**src/sv/a4ls_pkg.sv**
```systemverilog
`timescale 1ns / 1ps
// Shared types for the 4-bit ADPCM look-ahead search encoder.
// No dependencies; imported by the node unit and the top level.
package a4ls_pkg;

    localparam int ERR_W  = 18;
    localparam int CODE_W = 4;

    localparam logic [CODE_W-1:0] CODE_MAX = 4'hf;

    // Decoder state and running squared error after one search level
    typedef struct packed {
        logic [7:0]       pred;
        logic [3:0]       step;
        logic [ERR_W-1:0] err;
    } t_lvl_state;

    // One search node: parent state, trial code and the sample it must match
    typedef struct packed {
        t_lvl_state        parent;
        logic [CODE_W-1:0] code;
        logic [7:0]        target;
    } t_node_req;

endpackage

```
**src/sv/a4ls_node.sv**
```systemverilog
`timescale 1ns / 1ps
// Shared node unit: decodes one trial code from a parent state and adds its squared error.
// Depends on a4ls_pkg.
module a4ls_node import a4ls_pkg::*; (
    input  t_node_req  i_req,
    output t_lvl_state o_res
);

    always_comb begin
        logic [2:0]  mag;
        logic [5:0]  scaled;
        logic [5:0]  delta;
        logic [8:0]  sum;
        logic [7:0]  pred_n;
        logic [3:0]  step_n;
        logic [7:0]  diff;
        logic [15:0] sq;

        mag = i_req.code[2:0];
        // step only ever holds 1, 2, 4 or 8
        case (i_req.parent.step)
            4'd2:    scaled = 6'(mag) << 1;
            4'd4:    scaled = 6'(mag) << 2;
            4'd8:    scaled = 6'(mag) << 3;
            default: scaled = 6'(mag);
        endcase
        delta = scaled + 6'(i_req.parent.step >> 1);

        sum = {1'b0, i_req.parent.pred} + 9'(delta);
        if (i_req.code[3]) begin
            pred_n = (i_req.parent.pred > 8'(delta)) ? (i_req.parent.pred - 8'(delta)) : 8'd0;
        end else begin
            pred_n = sum[8] ? 8'hff : sum[7:0];
        end

        if (mag == 3'd0 && i_req.parent.step > 4'd1) begin
            step_n = i_req.parent.step >> 1;
        end else if (mag >= 3'd5 && i_req.parent.step < 4'd8) begin
            step_n = i_req.parent.step << 1;
        end else begin
            step_n = i_req.parent.step;
        end

        diff = (pred_n > i_req.target) ? (pred_n - i_req.target) : (i_req.target - pred_n);
        sq   = diff * diff;

        o_res.pred = pred_n;
        o_res.step = step_n;
        o_res.err  = i_req.parent.err + ERR_W'(sq);
    end

endmodule

```
**src/sv/adpcm4_lookahead_search_encoder_unit.sv**
```systemverilog
`timescale 1ns / 1ps
// Header sample: its result is presented in the cycle after the sample is taken.
// Sample that does not complete a block: stored, no result.
// Completing sample: depth-first search, one node per cycle through the shared node unit,
// 16 + ... + 16^d nodes (16, 272, 4368, 69904 for d = 1..4), then the d best codes are emitted in order.
// Reset (synchronous, active low): depth 2, predictor 0, step 1, fill 0, output empty.
module adpcm4_lookahead_search_encoder_unit import a4ls_pkg::*; #(
    parameter int MAX_LOOKAHEAD = 4
) (
    input  logic        i_clk,
    input  logic        i_rst_n,
    input  logic        i_in_valid,
    output logic        o_in_stall,
    input  logic [7:0]  i_sample,
    input  logic        i_first,
    output logic        o_out_valid,
    input  logic        i_out_stall,
    output logic [7:0]  o_value,
    output logic        o_is_header,
    output logic        o_last,
    input  logic        psel,
    input  logic        penable,
    input  logic        pwrite,
    input  logic [2:0]  paddr,
    input  logic [31:0] pwdata,
    output logic [31:0] prdata,
    output logic        pready
);

    localparam int LVL_W = (MAX_LOOKAHEAD > 1) ? $clog2(MAX_LOOKAHEAD) : 1;
    localparam int DEP_W = $clog2(MAX_LOOKAHEAD + 1);

    localparam logic [1:0] ST_IDLE   = 2'd0;
    localparam logic [1:0] ST_SEARCH = 2'd1;
    localparam logic [1:0] ST_EMIT   = 2'd2;

    logic [1:0]        r_state, n_state;
    logic [2:0]        r_depth, n_depth;
    logic [7:0]        r_pred, n_pred;
    logic [3:0]        r_step, n_step;
    logic [DEP_W-1:0]  r_fill, n_fill;
    logic [DEP_W-1:0]  r_dep, n_dep;
    logic [LVL_W-1:0]  r_lvl, n_lvl;
    logic [LVL_W-1:0]  r_emit_k, n_emit_k;
    logic [7:0]        r_samples [MAX_LOOKAHEAD];
    logic [7:0]        n_samples [MAX_LOOKAHEAD];
    logic [CODE_W-1:0] r_code [MAX_LOOKAHEAD];
    logic [CODE_W-1:0] n_code [MAX_LOOKAHEAD];
    t_lvl_state        r_lvl_st [MAX_LOOKAHEAD];
    t_lvl_state        n_lvl_st [MAX_LOOKAHEAD];
    logic [CODE_W-1:0] r_best_code [MAX_LOOKAHEAD];
    logic [CODE_W-1:0] n_best_code [MAX_LOOKAHEAD];
    logic [ERR_W-1:0]  r_best_err, n_best_err;
    logic [7:0]        r_best_pred, n_best_pred;
    logic [3:0]        r_best_step, n_best_step;
    logic              r_ov, n_ov;
    logic [7:0]        r_val, n_val;
    logic              r_hdr, n_hdr;
    logic              r_last, n_last;

    logic             out_free;
    logic             in_acc;
    logic             cfg_wr;
    logic [DEP_W-1:0] eff_dep;
    logic             at_leaf;
    logic             emit_last;
    logic             bt_found;
    logic [LVL_W-1:0] bt_lvl;
    t_node_req        node_req;
    t_lvl_state       node_res;

    a4ls_node u_node (
        .i_req (node_req),
        .o_res (node_res)
    );

    assign out_free   = !r_ov || !i_out_stall;
    assign o_in_stall = !((r_state == ST_IDLE) && out_free);
    assign in_acc     = i_in_valid && !o_in_stall;
    assign cfg_wr     = psel && penable && pwrite && !paddr[2];

    assign o_out_valid = r_ov;
    assign o_value     = r_val;
    assign o_is_header = r_hdr;
    assign o_last      = r_last;
    assign pready      = 1'b1;
    assign prdata      = paddr[2] ? 32'd0 : {29'd0, r_depth};

    always_comb begin
        if (r_depth == 3'd0) begin
            eff_dep = DEP_W'(1);
        end else if (r_depth > 3'(MAX_LOOKAHEAD)) begin
            eff_dep = DEP_W'(MAX_LOOKAHEAD);
        end else begin
            eff_dep = DEP_W'(r_depth);
        end
    end

    assign at_leaf   = (DEP_W'(r_lvl) == (r_dep - DEP_W'(1)));
    assign emit_last = (DEP_W'(r_emit_k) == (r_dep - DEP_W'(1)));

    always_comb begin
        if (r_lvl == '0) begin
            node_req.parent.pred = r_pred;
            node_req.parent.step = r_step;
            node_req.parent.err  = '0;
        end else begin
            node_req.parent = r_lvl_st[r_lvl - LVL_W'(1)];
        end
        node_req.code   = r_code[r_lvl];
        node_req.target = r_samples[r_lvl];
    end

    // deepest shallower level that still has codes left
    always_comb begin
        bt_found = 1'b0;
        bt_lvl   = '0;
        for (int j = 0; j < MAX_LOOKAHEAD; j++) begin
            if (LVL_W'(j) < r_lvl && r_code[j] != CODE_MAX) begin
                bt_found = 1'b1;
                bt_lvl   = LVL_W'(j);
            end
        end
    end

    always_comb begin
        n_state     = r_state;
        n_depth     = r_depth;
        n_pred      = r_pred;
        n_step      = r_step;
        n_fill      = r_fill;
        n_dep       = r_dep;
        n_lvl       = r_lvl;
        n_emit_k    = r_emit_k;
        n_samples   = r_samples;
        n_code      = r_code;
        n_lvl_st    = r_lvl_st;
        n_best_code = r_best_code;
        n_best_err  = r_best_err;
        n_best_pred = r_best_pred;
        n_best_step = r_best_step;
        n_ov        = r_ov;
        n_val       = r_val;
        n_hdr       = r_hdr;
        n_last      = r_last;

        if (cfg_wr) begin
            n_depth = pwdata[2:0];
        end
        if (r_ov && !i_out_stall) begin
            n_ov = 1'b0;
        end

        unique case (r_state)
            ST_IDLE: begin
                if (in_acc) begin
                    if (i_first) begin
                        n_pred = i_sample;
                        n_step = 4'd1;
                        n_fill = '0;
                        n_ov   = 1'b1;
                        n_val  = i_sample;
                        n_hdr  = 1'b1;
                        n_last = 1'b1;
                    end else begin
                        n_samples[r_fill[LVL_W-1:0]] = i_sample;
                        if ((r_fill + DEP_W'(1)) >= eff_dep) begin
                            n_fill     = '0;
                            n_dep      = eff_dep;
                            n_lvl      = '0;
                            n_best_err = '1;
                            for (int i = 0; i < MAX_LOOKAHEAD; i++) begin
                                n_code[i] = '0;
                            end
                            n_state = ST_SEARCH;
                        end else begin
                            n_fill = r_fill + DEP_W'(1);
                        end
                    end
                end
            end
            ST_SEARCH: begin
                if (!at_leaf) begin
                    n_lvl_st[r_lvl]                = node_res;
                    n_lvl                          = r_lvl + LVL_W'(1);
                    n_code[r_lvl + LVL_W'(1)]      = '0;
                end else begin
                    if (node_res.err < r_best_err) begin
                        n_best_err  = node_res.err;
                        n_best_code = r_code;
                        n_best_pred = node_res.pred;
                        n_best_step = node_res.step;
                    end
                    if (r_code[r_lvl] != CODE_MAX) begin
                        n_code[r_lvl] = r_code[r_lvl] + CODE_W'(1);
                    end else if (bt_found) begin
                        n_lvl          = bt_lvl;
                        n_code[bt_lvl] = r_code[bt_lvl] + CODE_W'(1);
                    end else begin
                        n_pred   = n_best_pred;
                        n_step   = n_best_step;
                        n_emit_k = '0;
                        n_state  = ST_EMIT;
                    end
                end
            end
            ST_EMIT: begin
                if (out_free) begin
                    n_ov   = 1'b1;
                    n_val  = {4'd0, r_best_code[r_emit_k]};
                    n_hdr  = 1'b0;
                    n_last = emit_last;
                    if (emit_last) begin
                        n_state = ST_IDLE;
                    end else begin
                        n_emit_k = r_emit_k + LVL_W'(1);
                    end
                end
            end
            default: begin
                n_state = ST_IDLE;
            end
        endcase
    end

    always_ff @(posedge i_clk) begin
        if (!i_rst_n) begin
            r_state <= ST_IDLE;
            r_depth <= 3'd2;
            r_pred  <= 8'd0;
            r_step  <= 4'd1;
            r_fill  <= '0;
            r_ov    <= 1'b0;
        end else begin
            r_state <= n_state;
            r_depth <= n_depth;
            r_pred  <= n_pred;
            r_step  <= n_step;
            r_fill  <= n_fill;
            r_ov    <= n_ov;
        end
    end

    always_ff @(posedge i_clk) begin
        r_dep       <= n_dep;
        r_lvl       <= n_lvl;
        r_emit_k    <= n_emit_k;
        r_samples   <= n_samples;
        r_code      <= n_code;
        r_lvl_st    <= n_lvl_st;
        r_best_code <= n_best_code;
        r_best_err  <= n_best_err;
        r_best_pred <= n_best_pred;
        r_best_step <= n_best_step;
        r_val       <= n_val;
        r_hdr       <= n_hdr;
        r_last      <= n_last;
    end

endmodule

```
**config.mk**
```make
export PLATFORM = sky130hd
export DESIGN_NAME = adpcm4_lookahead_search_encoder_unit
export DESIGN_NICKNAME = d
export VERILOG_FILES = /design/src/sv/a4ls_pkg.sv /design/src/sv/a4ls_node.sv /design/src/sv/adpcm4_lookahead_search_encoder_unit.sv
export SDC_FILE = /design/constraint.sdc
export NUM_CORES = 1
export LEC_CHECK = 0
export ABC_AREA = 1
export BUFFER_PORTS_ARGS = -buffer_cell sky130_fd_sc_hd__buf_2
export CAP_MARGIN = 30
export CORE_AREA = 2 2 182 184
export DETAILED_ROUTE_END_ITERATION = 16
export DIE_AREA = 0 0 184 186
export PLACE_DENSITY = 0.68
export SYNTH_ARGS = -nofsm -noshare
export SYNTH_HDL_FRONTEND = slang
export SYNTH_HIERARCHICAL = 1
export SYNTH_SLANG_ARGS = --single-unit
```
**constraint.sdc**
```tcl
create_clock -name i_clk -period 37.7 [get_ports i_clk]
set_clock_uncertainty 0.15 [all_clocks]
set_input_delay 5.655 -clock i_clk [delete_from_list [all_inputs] [get_ports i_clk]]
set_output_delay 5.655 -clock i_clk [all_outputs]
set_load 0.005 [all_outputs]
```
==> metrics.cfg <==
[clocking]
cts_setup_buffers = 0
cts_resized = 0
clock-sinks = 252
clk_pin_slew_ns = 0.06
hold_buffers = 0
insertion_delay_ns = 0.55
cts_tree = done
numCtsBuffers = 28
cts_root_buf = clkbuf_16
clockBufferDepth = 3
ctsHtreeMaxLevel = 1

[route]
via_count = 12286
routed_wl_um = 37700
drc = 0
vias_per_cell = 5.38
drtPass1Iterations = 6
drt_first_iter_violations = 823
wire_per_inst_um = 16.5
ant_nets = 0

[sta]
worst_pin_slew_ns = 1.03
whs_ns = 0.316
final_max_slew_viol_count = 0
post-route-period-util_pct = 40.1
fin_tns_setup_ns = 0
setup_viol = 0
max_freq_mhz = 66.2
relSlewSlack_pct = 31.3
rsz0062_at_grt = no
final_hold_viol_count = 0
min_period_ns = 15.10

[synth]
ys_ff_latch = 252
yosys_warnings = 6
synth_cell_type_count = 55
syn_area_per_cell_um2 = 8.91
syn_inst = 1829
yosysSeqAreaShare_pct = 45.1
synthesis.area_um2 = 16300

[min_path]
hold_path.class = register to register
holdPathStages = 0

[worst_setup_path]
critPathSlowestCell = clkinv_1
cpLargestDelayFamily = adder cells
cp-start-kind = register
crit_fanout = 28
rr_worst_depth = 59
max_stage_delay_ns = 0.77
worstSetupPathDepth = 59
cp.arrival_ns = 15.20
required_ns = 37.79
path_class = register to register
cpMostUsedCell = inv_1
end_kind = register
crit_buf_inv = 16

[place]
gp_congestion = 0.910
port_buffers = 34
dp.cells = 2231
hpwl_um = 26900

[final_layout]
nFillCells = 2887
drive_gt1_share_pct = 8.85
multiInputGateArea_um2 = 7470
area_delta_synth_final_pct = 9.05
antenna_cells = 0
fin_cells = 2284
fin_nets = 2056
seqCellArea_um2 = 7360

[grt]
antenna_found_initial = 0
grt_max_degree = 86
gr-total-overflow = 0
grt_pass1_vias = 11821
grt_pass1_wl_um = 60600
grt.total_usage_pct = 22.5

[floorplan]
start_util_pct = 50.6
core_area_um2 = 32200
design.portCount = 96
die_area_um2 = 34200
num_rows = 66
dieHeight_um = 186
die_x_um = 184

[run]
cap_violations = 0

[status]
status = complete, no violations

-- worst reg2reg max path: cells and delay by family (launching register included) --
| family | cells | cell delay [ns] |
|---|---|---|
| adders and majority gates | 10 | 4.16 |
| xor gates and xnor gates | 1 | 0.53 |
| and+or+nand+nor | 24 | 3.94 |
| buffers and inverters | 16 | 2.83 |
| AOI/OAI and AO/OA | 8 | 2.66 |
| DFF | 1 | 0.52 |
-- stage by stage --
stage               setup WS (ns)  utilization, %  area, um^2
detailed placement          22.73            52.2       16800
CTS                         22.66            55.2       17800
finish                      22.60            55.2       17800
global placement            22.49            51.9       16700
floorplan                   24.89               -       16400
global route                21.46            55.2       17800
-- synthesized netlist by cell type, drive strengths merged --
cell	n	share of area (%)
a211oi	1	0.046
a21boi	4	0.25
a21o	5	0.23
a21oi	85	2.7
a22oi	3	0.14
a31oi	7	0.27
and2	11	0.42
and3	1	0.038
buf	57	2.4
clkbuf	28	0.64
clkinv	2	0.054
conb	2	0.046
dfxtp	21	2.6
edfxtp	231	43
fa	42	5.2
ha	109	8.4
inv	295	6.8
nand2	298	7.4
nand3	73	2.3
nand3b	5	0.23
nand4	21	0.81
nor2	267	6.6
nor3	9	0.38
o211ai	12	0.55
o21a	1	0.046
o21ai	141	4.5
o21bai	5	0.23
o221ai	2	0.11
o22ai	25	0.96
o311ai	3	0.16
o31ai	1	0.046
o32ai	4	0.21
or2	21	0.81
xnor2	15	0.81
xor2	22	1.2
-- layer usage --
layer	global-route usage, %	up-vias	share of wire [%]
li1	-	6016	-
met1	29.8	5873	45
met2	39.5	328	48
met3	2.43	69	4.9
met4	6.30	0	2.5
met5	0	-	0
-- final timing paths --
check               endpoint  slack (ns)  startpoint
min reg2reg   r_best_code[0]        0.32   r_code[0]
max          r_best_code[11]       22.60    r_lvl[1]
min           r_best_code[0]        0.32   r_code[0]
max reg2reg  r_best_code[11]       22.60    r_lvl[1]
-- kinds of logic after synthesis --
family	synth area share, %
buffers and inverters	9.90
other	0.0461
AOI/OAI and AO/OA	10.4
and+or+nand+nor	19.0
xor gates and xnor gates	1.99
DFF	45.1
adders and majority gates	13.5
-- cells in the final DEF (no fill, tap or decap), drive strengths merged, types with 4 or more instances in the layout --
| cell | instances |
|---|---|
| edfxtp | 231 |
| nor3 | 9 |
| nor2 | 267 |
| and2 | 11 |
| o21ai | 141 |
| clkinv | 13 |
| nand2 | 298 |
| nand3 | 73 |
| a21boi | 4 |
| bufinv | 4 |
| ha | 109 |
| buf | 52 |
| a31oi | 7 |
| o211ai | 12 |
| nand4 | 21 |
| nand3b | 5 |
| a21oi | 85 |
| xnor2 | 15 |
| o32ai | 4 |
| o21bai | 5 |
| o22ai | 25 |
| conb | 30 |
| inv | 296 |
| xor2 | 22 |
| dfxtp | 21 |
| clkbuf | 33 |
| a21o | 5 |
| or2 | 21 |
| fa | 42 |
-- area by class of cell --
class	count	share of cell area, %
clock buffers	33	4.17
clock inverters	19	1.14
inverters	297	6.29
multi-input cells	1223	42.0
flip-flops and latches	252	41.4
well taps	408	2.87
repair buffers	52	2.13
-- state kept, by name, indices dropped and copies added, names as in the netlist --
register / count
r_depth: 3
r_best_step: 4
r_best_code: 16
o_value: 8
o_is_header: 1
r_step: 4
r_best_pred: 8
r_samples: 32
r_best_err: 18
r_lvl_st: 120
r_dep: 3
r_state: 2
o_out_valid: 1
r_fill: 3
o_last: 1
r_pred: 8
r_code: 16
r_emit_k: 2
r_lvl: 2
Power is not shown: default switching activity piles up to over one toggle a cycle in this logic, so the estimate is an artifact.
